File: config.mk
export PLATFORM = sky130hd
export DESIGN_NAME = box_filter_3x3_rgb_top
export DESIGN_NICKNAME = d
export VERILOG_FILES = /design/src/design/bf3_pkg.sv /design/src/design/box_filter_3x3_rgb_top.sv /design/src/design/bf3_col_stage.sv /design/src/design/bf3_window.sv /design/src/design/bf3_out_stage.sv
export SDC_FILE = /design/constraint.sdc
export NUM_CORES = 1
export LEC_CHECK = 0
export ABC_AREA = 1
export BUFFER_PORTS_ARGS = -buffer_cell sky130_fd_sc_hd__clkbuf_2
export CAP_MARGIN = 20
export CORE_MARGIN = 2
export CORE_UTILIZATION = 41
export DETAILED_ROUTE_END_ITERATION = 12
export PLACE_DENSITY = 0.68
export SLEW_MARGIN = 20
export SYNTH_ARGS = -nofsm -noshare
export SYNTH_HDL_FRONTEND = slang
export SYNTH_SLANG_ARGS = --single-unit
File: constraint.sdc
create_clock -name clk -period 13.6 [get_ports clk]
set_input_delay 2.04 -clock clk [delete_from_list [all_inputs] [get_ports clk]]
set_output_delay 2.04 -clock clk [all_outputs]
set_load 0.05 [all_outputs]
File: src/design/bf3_pkg.sv
// shared types, widths and the divide-by-nine helper for the 3x3 box filter
package bf3_pkg;

  localparam int CHANNEL_BITS = 8;
  localparam int SUM_BITS     = CHANNEL_BITS + 2;
  localparam int WIN_BITS     = SUM_BITS + 2;
  localparam int WINDOW_DIV   = 9;

  // floor(w / 9) as w * ceil(2^s / 9) >> s, exact for every w below 2^WIN_BITS
  localparam int DIV_SHIFT = WIN_BITS + 4;
  localparam int PROD_BITS = WIN_BITS + DIV_SHIFT;
  localparam logic [PROD_BITS-1:0] DIV_RECIP =
    PROD_BITS'((2 ** DIV_SHIFT) / WINDOW_DIV + 1);

  typedef logic [CHANNEL_BITS-1:0] chan_t;
  typedef logic [SUM_BITS-1:0]     sum_t;
  typedef logic [WIN_BITS-1:0]     win_t;

  typedef struct packed {
    chan_t red;
    chan_t green;
    chan_t blue;
  } rgb_pix_t;

  typedef struct packed {
    sum_t red;
    sum_t green;
    sum_t blue;
  } rgb_sum_t;

  typedef struct packed {
    rgb_sum_t sums;
    logic     row_end;
  } col_t;

  typedef struct packed {
    chan_t red;
    chan_t green;
    chan_t blue;
    logic  last;
  } res_t;

  typedef struct packed {
    logic first;
    logic second;
  } emit_t;

  function automatic chan_t div9(input win_t w);
    logic [PROD_BITS-1:0] prod;
    prod = PROD_BITS'(w) * DIV_RECIP;
    return prod[DIV_SHIFT +: CHANNEL_BITS];
  endfunction

endpackage

File: src/design/box_filter_3x3_rgb_top.sv
// top level of the 3x3 rgb box filter
//
// 3x3 mean filter over rgb pixels, one image row at a time. each input beat
// is one column of three vertically stacked pixels (zeros for rows outside
// the image); each result beat is floor(window sum / 9) per channel for the
// column before it, so missing neighbours count as zero. the first column of
// a row gives no result unless it is also the row end. a row-end column gives
// two results when earlier columns were seen (the previous column, then its
// own column with a zero right neighbour) and one otherwise; last_in_run
// marks the final result of a beat, and all history is cleared after a row end.
// rate: one column per cycle sustained while res_stall is low, with results
// leaving at one per cycle through a single result register; a row-end beat
// that yields two results holds the input while the flush result waits in
// its pending slot. from an accepted column to its result beat, the input
// register stores the column sums, then the window add and the reciprocal
// multiply for the divide by nine feed the result register. no clearing
// pass after reset.
module box_filter_3x3_rgb_top
  import bf3_pkg::*;
(
  input  logic  clk,
  input  logic  rst,
  input  logic  pix_valid,
  output logic  pix_stall,
  input  chan_t top_red,
  input  chan_t top_green,
  input  chan_t top_blue,
  input  chan_t mid_red,
  input  chan_t mid_green,
  input  chan_t mid_blue,
  input  chan_t bottom_red,
  input  chan_t bottom_green,
  input  chan_t bottom_blue,
  input  logic  row_end,
  output logic  res_valid,
  input  logic  res_stall,
  output chan_t out_red,
  output chan_t out_green,
  output chan_t out_blue,
  output logic  last_in_run
);

  rgb_pix_t top_pix, mid_pix, bot_pix;
  logic     col_valid;
  col_t     col;
  logic     take;
  emit_t    emit;
  res_t     first, second, res;

  // gather the pixel ports into per-row structs
  assign top_pix = '{red: top_red, green: top_green, blue: top_blue};
  assign mid_pix = '{red: mid_red, green: mid_green, blue: mid_blue};
  assign bot_pix = '{red: bottom_red, green: bottom_green, blue: bottom_blue};

  // input register holds the column sums of one beat
  bf3_col_stage u_col (
    .clk       (clk),
    .rst       (rst),
    .pix_valid (pix_valid),
    .top_pix   (top_pix),
    .mid_pix   (mid_pix),
    .bot_pix   (bot_pix),
    .row_end   (row_end),
    .take      (take),
    .pix_stall (pix_stall),
    .col_valid (col_valid),
    .col       (col)
  );

  // two-column history and both candidate results for the held column
  bf3_window u_win (
    .clk    (clk),
    .rst    (rst),
    .col    (col),
    .take   (take),
    .emit   (emit),
    .first  (first),
    .second (second)
  );

  // result register plus the pending flush slot; decides when a column moves
  bf3_out_stage u_out (
    .clk       (clk),
    .rst       (rst),
    .col_valid (col_valid),
    .emit      (emit),
    .first     (first),
    .second    (second),
    .res_stall (res_stall),
    .take      (take),
    .res_valid (res_valid),
    .res       (res)
  );

  assign out_red     = res.red;
  assign out_green   = res.green;
  assign out_blue    = res.blue;
  assign last_in_run = res.last;

endmodule

File: src/design/bf3_col_stage.sv
// input register: takes one column beat and stores its per-channel column sums
module bf3_col_stage
  import bf3_pkg::*;
(
  input  logic     clk,
  input  logic     rst,
  input  logic     pix_valid,
  input  rgb_pix_t top_pix,
  input  rgb_pix_t mid_pix,
  input  rgb_pix_t bot_pix,
  input  logic     row_end,
  input  logic     take,
  output logic     pix_stall,
  output logic     col_valid,
  output col_t     col
);

  logic load;

  assign pix_stall = col_valid && !take;
  assign load      = pix_valid && !pix_stall;

  always_ff @(posedge clk) begin
    if (rst) begin
      col_valid <= 1'b0;
    end else if (!col_valid || take) begin
      col_valid <= pix_valid;
    end
  end

  always_ff @(posedge clk) begin
    if (load) begin
      col.sums.red   <= SUM_BITS'(top_pix.red) + SUM_BITS'(mid_pix.red)
                        + SUM_BITS'(bot_pix.red);
      col.sums.green <= SUM_BITS'(top_pix.green) + SUM_BITS'(mid_pix.green)
                        + SUM_BITS'(bot_pix.green);
      col.sums.blue  <= SUM_BITS'(top_pix.blue) + SUM_BITS'(mid_pix.blue)
                        + SUM_BITS'(bot_pix.blue);
      col.row_end    <= row_end;
    end
  end

endmodule

File: src/design/bf3_window.sv
// column history, window sums and divide for the current column
module bf3_window
  import bf3_pkg::*;
(
  input  logic  clk,
  input  logic  rst,
  input  col_t  col,
  input  logic  take,
  output emit_t emit,
  output res_t  first,
  output res_t  second
);

  rgb_sum_t   older;
  rgb_sum_t   newer;
  logic [1:0] columns_seen;

  // window with both neighbours, then the flush window with a zero right one
  win_t w1_red, w1_green, w1_blue;
  win_t w2_red, w2_green, w2_blue;

  assign w1_red   = WIN_BITS'(older.red) + WIN_BITS'(newer.red) + WIN_BITS'(col.sums.red);
  assign w1_green = WIN_BITS'(older.green) + WIN_BITS'(newer.green)
                    + WIN_BITS'(col.sums.green);
  assign w1_blue  = WIN_BITS'(older.blue) + WIN_BITS'(newer.blue)
                    + WIN_BITS'(col.sums.blue);
  assign w2_red   = WIN_BITS'(newer.red) + WIN_BITS'(col.sums.red);
  assign w2_green = WIN_BITS'(newer.green) + WIN_BITS'(col.sums.green);
  assign w2_blue  = WIN_BITS'(newer.blue) + WIN_BITS'(col.sums.blue);

  assign emit.first  = (columns_seen != 2'd0);
  assign emit.second = col.row_end;

  assign first.red    = div9(w1_red);
  assign first.green  = div9(w1_green);
  assign first.blue   = div9(w1_blue);
  assign first.last   = !col.row_end;
  assign second.red   = div9(w2_red);
  assign second.green = div9(w2_green);
  assign second.blue  = div9(w2_blue);
  assign second.last  = 1'b1;

  always_ff @(posedge clk) begin
    if (rst) begin
      older        <= '0;
      newer        <= '0;
      columns_seen <= 2'd0;
    end else if (take) begin
      if (col.row_end) begin
        older        <= '0;
        newer        <= '0;
        columns_seen <= 2'd0;
      end else begin
        older <= newer;
        newer <= col.sums;
        if (columns_seen != 2'd2) begin
          columns_seen <= columns_seen + 2'd1;
        end
      end
    end
  end

endmodule

File: src/design/bf3_out_stage.sv
// result register with one pending slot for the row-end flush
module bf3_out_stage
  import bf3_pkg::*;
(
  input  logic  clk,
  input  logic  rst,
  input  logic  col_valid,
  input  emit_t emit,
  input  res_t  first,
  input  res_t  second,
  input  logic  res_stall,
  output logic  take,
  output logic  res_valid,
  output res_t  res
);

  logic out_free;
  logic pend_valid;
  res_t pend;

  assign out_free = !res_valid || !res_stall;
  assign take     = col_valid && !pend_valid && out_free;

  always_ff @(posedge clk) begin
    if (rst) begin
      res_valid  <= 1'b0;
      pend_valid <= 1'b0;
    end else if (out_free) begin
      if (pend_valid) begin
        res_valid  <= 1'b1;
        pend_valid <= 1'b0;
      end else if (take && emit.first) begin
        res_valid  <= 1'b1;
        pend_valid <= emit.second;
      end else if (take && emit.second) begin
        res_valid <= 1'b1;
      end else begin
        res_valid <= 1'b0;
      end
    end
  end

  always_ff @(posedge clk) begin
    if (out_free) begin
      if (pend_valid) begin
        res <= pend;
      end else if (take && emit.first) begin
        res  <= first;
        pend <= second;
      end else if (take && emit.second) begin
        res <= second;
      end
    end
  end

  a_pend_needs_res: assert property (@(posedge clk) disable iff (rst)
    pend_valid |-> res_valid)
    else $error("pending result without a result in the output register");

  a_no_take_while_pend: assert property (@(posedge clk) disable iff (rst)
    take |-> !pend_valid)
    else $error("column consumed while a flush result is pending");

  a_pair_order: assert property (@(posedge clk) disable iff (rst)
    (take && emit.first && emit.second) |=> (pend_valid && res_valid && !res.last))
    else $error("row-end pair not queued as first then flush");

  a_pend_is_last: assert property (@(posedge clk) disable iff (rst)
    pend_valid |-> pend.last)
    else $error("pending flush result not marked last");

endmodule

==> flow_metrics.env, run 1 <==
export IMPL_ys_seq_elements=145
export IMPL_postSynthAreaPerCell_um2=8.03
export IMPL_yosys_area_share_simple=0.163
export IMPL_antenna_found_initial=0
export IMPL_ctsHoldBuffers=0
export IMPL_crit_required_ns=13.83
export IMPL_path_buf_inv=7
export IMPL_startpoint_type="flip-flop"
export IMPL_detail_route_iter0_violations=1105
export IMPL_fin_util=0.449
export IMPL_synthCells=3055
export IMPL_synth_top_area_frac=0.275
export IMPL_numCtsBuffers=17
export IMPL_cts_resized=0
export IMPL_tightest_slew_ns=0.911
export IMPL_diodes=0
export IMPL_multiInputGateArea_um2=18400
export IMPL_vias=19529
export IMPL_violations="design-rule violations"
export IMPL_fmax_mhz=143
export IMPL_place_congestion=0.913
export IMPL_dieWidth_um=249
export IMPL_cp_slowest_cell="fa_1"
export IMPL_grt_first_pass_wirelength_um=91500
export IMPL_synth_xor_area_frac=0.0542
export IMPL_dp_hpwl_um=46500
export IMPL_crit_family="adder cells"
export IMPL_ys_warnings_count=0
export IMPL_grt_max_degree=66
export IMPL_die_area_um2=61800
export IMPL_setup_viol=0
export IMPL_critPathKind="flip-flop to flip-flop"
export IMPL_maxCapViolations=0
export IMPL_place_area_um2=25900
export IMPL_min_period_ns=6.98
export IMPL_first_global_vias=19021
export IMPL_worstSetupEndpointType="flip-flop"
export IMPL_synth_cell_types=51
export IMPL_ant_nets=0
export IMPL_clock_latency_ns=0.48
export IMPL_hold_class="flip-flop to flip-flop"
export IMPL_drt_pass1_iterations=12
export IMPL_viasPerCell=4.96
export IMPL_syn_nets=3861
export IMPL_seq_area_um2=3700
export IMPL_crit_path_frequent_cell="inv_1"
export IMPL_hold_ws_ns=0.470
export IMPL_clock_path_buffers=2
export IMPL_cts_tree="built"
export IMPL_r2r_start="u_win.newer[20]"
export IMPL_io_buffers=103
export IMPL_die_h_um=249
export IMPL_post_route_period_util=0.513
export IMPL_rows=89
export IMPL_globalRouteOverflowTotal=0
export IMPL_drc=7
export IMPL_core_area_um2=59100
export IMPL_htreeDepth=4
export IMPL_synth_edf_count=80
export IMPL_syn_to_final_growth_pct=8.21
export IMPL_cts_root_buf="clkbuf_16"
export IMPL_drive_above_1_share=0.0566
export IMPL_wl_per_cell_um=13.9
export IMPL_max_stage_delay_ns=0.53
export IMPL_cts_sinks=145
export IMPL_async_flop_share=0
export IMPL_yosysSeqAreaShare=0.151
export IMPL_start_util=0.415
export IMPL_cts_setup_buffers=0
export IMPL_relSlewSlack=0.392
export IMPL_synth_area_mux_share=0
export IMPL_critPathArrivalTime_ns=7.22
export IMPL_synth_ff_type="edfxtp_1"
export IMPL_grt_total_usage=0.180
export IMPL_crit_path_start="u_win.newer[20]"
export IMPL_rsz0062_at_grt="false"
export IMPL_final_setup_tns_ns=0
export IMPL_drv_slew=0
export IMPL_drt_wl_total_um=54600
export IMPL_synth_fa_ha_area_frac=0.430
export IMPL_syn_area_um2=24500
export IMPL_nFillCells=5869
export IMPL_synth_top_family_by_area="adder cells"
export IMPL_finClkSkew_ns=0.00933
export IMPL_synth_top_cell_by_area="ha_1"
export IMPL_r2r_slack_ns=6.62
export IMPL_fin_area_um2=26500
export IMPL_netlist_top_cells_area="ha_1, fa_1, edfxtp_1"
export IMPL_io_pins=104
export IMPL_status="finished, violations left"
export IMPL_final_nets=3956
export IMPL_synth_compound_area_frac=0.105
export IMPL_min_from="u_win.older[9]"
export IMPL_finalHoldViolations=0
export IMPL_cp_max_fo=5
export IMPL_clk_pin_slew_ns=0.07
final timing paths:
path | depth (start not counted) | endpoint
setup / recovery | 34 | u_out.res[21]
hold / removal | 2 | u_win.older[9]
setup reg to reg | 34 | u_out.res[21]
hold reg to reg | 2 | u_win.older[9]
state kept, by name, indices dropped and copies added (netlist names):
signal              cells
u_out.res              25
u_win.newer            30
u_col.col              31
u_out.pend             24
u_col.col_valid         1
u_out.res_valid         1
u_out.pend_valid        1
u_win.columns_seen      2
u_win.older            30
stage by stage:
stage	setup slack [ns]	cells
3_3_place_gp	6.73	3903
4_1_cts	6.61	3935
6_report	6.62	3936
5_1_grt	6.00	3936
2_1_floorplan	7.13	3055
3_5_place_dp	6.64	3903
layer usage:
layer	track usage	wire length, um
met1	0.249	26900
met2	0.295	24700
met3	0.0296	2300
met4	0.0419	761
met5	0	0
worst reg2reg max path: cells and delay by family, from the launching register on:
kind	cells	cell delay, ns
AO/OA/AOI/OAI	8	1.54
adder cells (fa/ha/maj)	9	3.69
XOR/XNOR	1	0.16
flip-flops	1	0.35
AND/OR/NAND/NOR	9	0.64
buffers and inverters	7	0.37
layout make-up:
cell class                 count  area share
inverter                     604      0.0854
sequential                   145       0.140
tap                          773      0.0364
timing repair buffer         110      0.0222
multi-input combinational   2272       0.695
clock inverter                13     0.00405
clock buffer                  19      0.0175
logic make-up (layout without fill, tap and decap cells):
kind of cell               Yosys count  count (layout)
adders and majority gates          729             729
DFF                                145             145
buffers and inverters              638             746
AOI/OAI and AO/OA                  459             459
xor gates and xnor gates           147             147
and+or+nand+nor                    937             937
placed cells by master (no fill, tap or decap), types with 3 or more instances in the layout:
cell	netlist	routed
inv_1	597	597
ha_1	540	540
nand2_1	526	526
a21oi_1	275	274
nand3_1	209	209
fa_1	189	189
nor2_1	117	116
clkbuf_2	0	103
xor2_1	98	98
edfxtp_1	80	80
o21ai_0	75	75
dfxtp_1	65	65
xnor2_1	45	45
nor3_1	30	30
a21o_1	22	22
o21bai_1	22	22
clkbuf_16	0	18
nand4_1	17	17
a31oi_1	11	11
o21ai_1	9	9
o21a_1	8	8
nor4_1	8	8
o211ai_1	7	7
inv_2	7	7
a211oi_1	7	7
nand3b_1	6	6
a21boi_0	6	6
or2_2	6	6
inv_6	0	6
buf_4	2	6
and2_1	5	5
a21oi_2	4	4
o21ai_2	3	3
nor2_4	1	3
nand2_2	3	3
xor2_2	3	3
inv_4	0	3
cell usage after synthesis (all sizes together), types with 8 or more instances:
cell type / number
inv: 604
ha: 540
nand2: 529
a21oi: 279
nand3: 209
fa: 189
nor2: 119
xor2: 102
o21ai: 87
edfxtp: 80
dfxtp: 65
xnor2: 45
nor3: 33
clkbuf: 29
a21o: 22
o21bai: 22
nand4: 17
a31oi: 11
nor4: 8
o21a: 8
Power of run 1 is left out: the tool's default activity adds up to more than one toggle a clock period on the data nets, which glitch-free logic cannot reach.
==> run 2: changes to the inputs <==
PLACE_DENSITY = 0.7   (was 0.68)
clock period = 6.15 ns   (was 13.6 ns; I/O delays follow)
==> run 2 against run 1 <==
The flow finishes with violations (design-rule violations, negative setup slack). Count of clock-buffer cells in the layout unchanged. Maximum frequency up 10%. Final cell count rose by 7.8%. Clock skew rose by 0.0034 ns. Flip-flop and latch count stayed put. Routed wire length increased by 10%. Utilization grew 7.0 points. Die area did not move. Via count is 8.0% higher. Worst hold slack improved by 0.00057 ns. Highest routed layer unchanged.
==> flow_metrics.env, run 2 (synthesized netlist as in run 1, its figures left out) <==
export IMPL_drt_wl_total_um=60200
export IMPL_critPathKind="flip-flop to flip-flop"
export IMPL_drive_above_1_share=0.226
export IMPL_fmax_mhz=158
export IMPL_dieWidth_um=249
export IMPL_mostFrequentLayoutCells="inv_1, nand2_1, ha_1"
export IMPL_largestRegisters="u_col.col: 31 flops, u_win.newer: 30 flops, u_win.older: 30 flops"
export IMPL_grt_max_degree=64
export IMPL_maxCapViolations=0
export IMPL_relSlewSlack=0.284
export IMPL_layout_commonest_cell="inv_1"
export IMPL_syn_to_final_growth_pct=25.1
export IMPL_worstSetupEndpointType="flip-flop"
export IMPL_setup_viol=16
export IMPL_r2r_start="u_win.newer[21]"
export IMPL_path_buf_inv=10
export IMPL_first_global_vias=20965
export IMPL_violations="design-rule violations, negative setup slack"
export IMPL_cts_sinks=145
export IMPL_final_nets=4263
export IMPL_cts_tree="built"
export IMPL_rows=89
export IMPL_r2r_end="u_out.res[17]"
export IMPL_cts_root_buf="clkbuf_16"
export IMPL_critPathArrivalTime_ns=6.56
export IMPL_start_util=0.415
export IMPL_hold_class="flip-flop to flip-flop"
export IMPL_final_setup_tns_ns=-1.52
export IMPL_post_route_period_util=1.03
export IMPL_rsz0062_at_grt="true"
export IMPL_vias=21086
export IMPL_globalRouteOverflowTotal=0
export IMPL_place_congestion=0.893
export IMPL_detail_route_iter0_violations=1111
export IMPL_die_area_um2=61800
export IMPL_drt_pass1_iterations=9
export IMPL_ctsHoldBuffers=0
export IMPL_clock_path_buffers=2
export IMPL_clock_latency_ns=0.49
export IMPL_numCtsBuffers=17
export IMPL_drc=7
export IMPL_crit_required_ns=6.38
export IMPL_startpoint_type="flip-flop"
export IMPL_core_area_um2=59100
export IMPL_r2r_slack_ns=-0.17
export IMPL_top_register="u_col.col"
export IMPL_viasPerCell=4.97
export IMPL_tightest_slew_ns=1.07
export IMPL_io_buffers=103
export IMPL_antenna_found_initial=1
export IMPL_ant_nets=0
export IMPL_grt_first_pass_wirelength_um=97300
export IMPL_wl_per_cell_um=14.2
export IMPL_die_h_um=249
export IMPL_min_period_ns=6.32
export IMPL_crit_family="adder cells"
export IMPL_dp_hpwl_um=49100
export IMPL_min_from="u_win.older[29]"
export IMPL_io_pins=104
export IMPL_place_area_um2=28300
export IMPL_finClkSkew_ns=0.0127
export IMPL_clk_pin_slew_ns=0.07
export IMPL_worst_slack_ns=-0.174
export IMPL_hold_end="u_win.older[29]"
export IMPL_cp_slowest_cell="fa_1"
export IMPL_cp_max_fo=3
export IMPL_drv_slew=0
export IMPL_status="finished, violations left"
export IMPL_diodes=0
export IMPL_htreeDepth=4
export IMPL_fin_area_um2=30700
export IMPL_reg2reg_depth=35
export IMPL_largest_register_ffs=31
export IMPL_finalHoldViolations=0
export IMPL_grt_total_usage=0.191
export IMPL_max_stage_delay_ns=0.54
export IMPL_min_path_cells=2
[run 2: changes by cell type in the layout (fill, tap and decap cells not counted), moves of 17 or more]
cell / change
a21oi_1: -62
a21oi_2: +54
buf_4: +302
ha_1: -75
ha_4: +73
inv_1: -24
inv_2: +24
nand2_1: -41
nand2_2: +36
o21ai_0: -27
o21ai_1: +17
[run 2: worst register-to-register path: cells and delay by family, from the launching register on]
family,cells,cell delay [ns]
compound gates,7,0.99
xor+xnor,2,0.33
fa+ha+maj,8,3.02
buf+inv,10,0.82
flops,1,0.36
simple gates,8,0.58
[run 2: how the worst max path moves through the flow]
stage	start	endpoint	slack, ns	depth (start not counted)
global placement	u_win.newer[10]	u_out.res[13]	-0.23	34
floorplan	u_win.newer[1]	u_out.res[8]	-0.005	32
CTS	u_win.older[12]	u_out.res[13]	-0.15	37
global route	u_win.newer[2]	u_out.res[8]	-0.50	31
finish	u_win.newer[21]	u_out.res[17]	-0.17	35
detailed placement	u_win.newer[21]	u_out.res[22]	-0.42	38
[run 2: layer usage]
layer,global-route usage,vias to the layer above,share of wire
met2,0.324,328,0.48
met1,0.256,9865,0.47
met5,0,-,0
met3,0.0227,68,0.034
li1,-,10825,-
met4,0.0526,0,0.017
[run 2: final cells by class]
| class | count | area (um^2) |
|---|---|---|
| sequential | 145 | 3720 |
| fill | 5363 | 28500 |
| clock inverter | 13 | 111 |
| timing repair buffer | 417 | 2910 |
| inverter | 604 | 2270 |
| multi-input combinational | 2272 | 20200 |
| clock buffer | 19 | 475 |
| tap | 773 | 967 |
[run 2: stage by stage]
stage	std cells	util	setup WS [ns]	hold slack (ns)
after detailed placement	4178	0.478	-0.417	0.459
after floorplan	3055	-	-0.00506	0.449
final	4243	0.519	-0.174	0.470
after global placement	4178	0.478	-0.226	0.457
after global routing	4243	0.519	-0.502	0.489
after CTS	4226	0.501	-0.153	0.470
[run 2: timing repair]
action,CTS,global route
setup buffers,18,17
pin swaps,122,96
hold endpoints to repair,0,0
endpoints found under the setup margin,24,46
resized for setup,128,182
Power of run 2 is left out for the same reason.
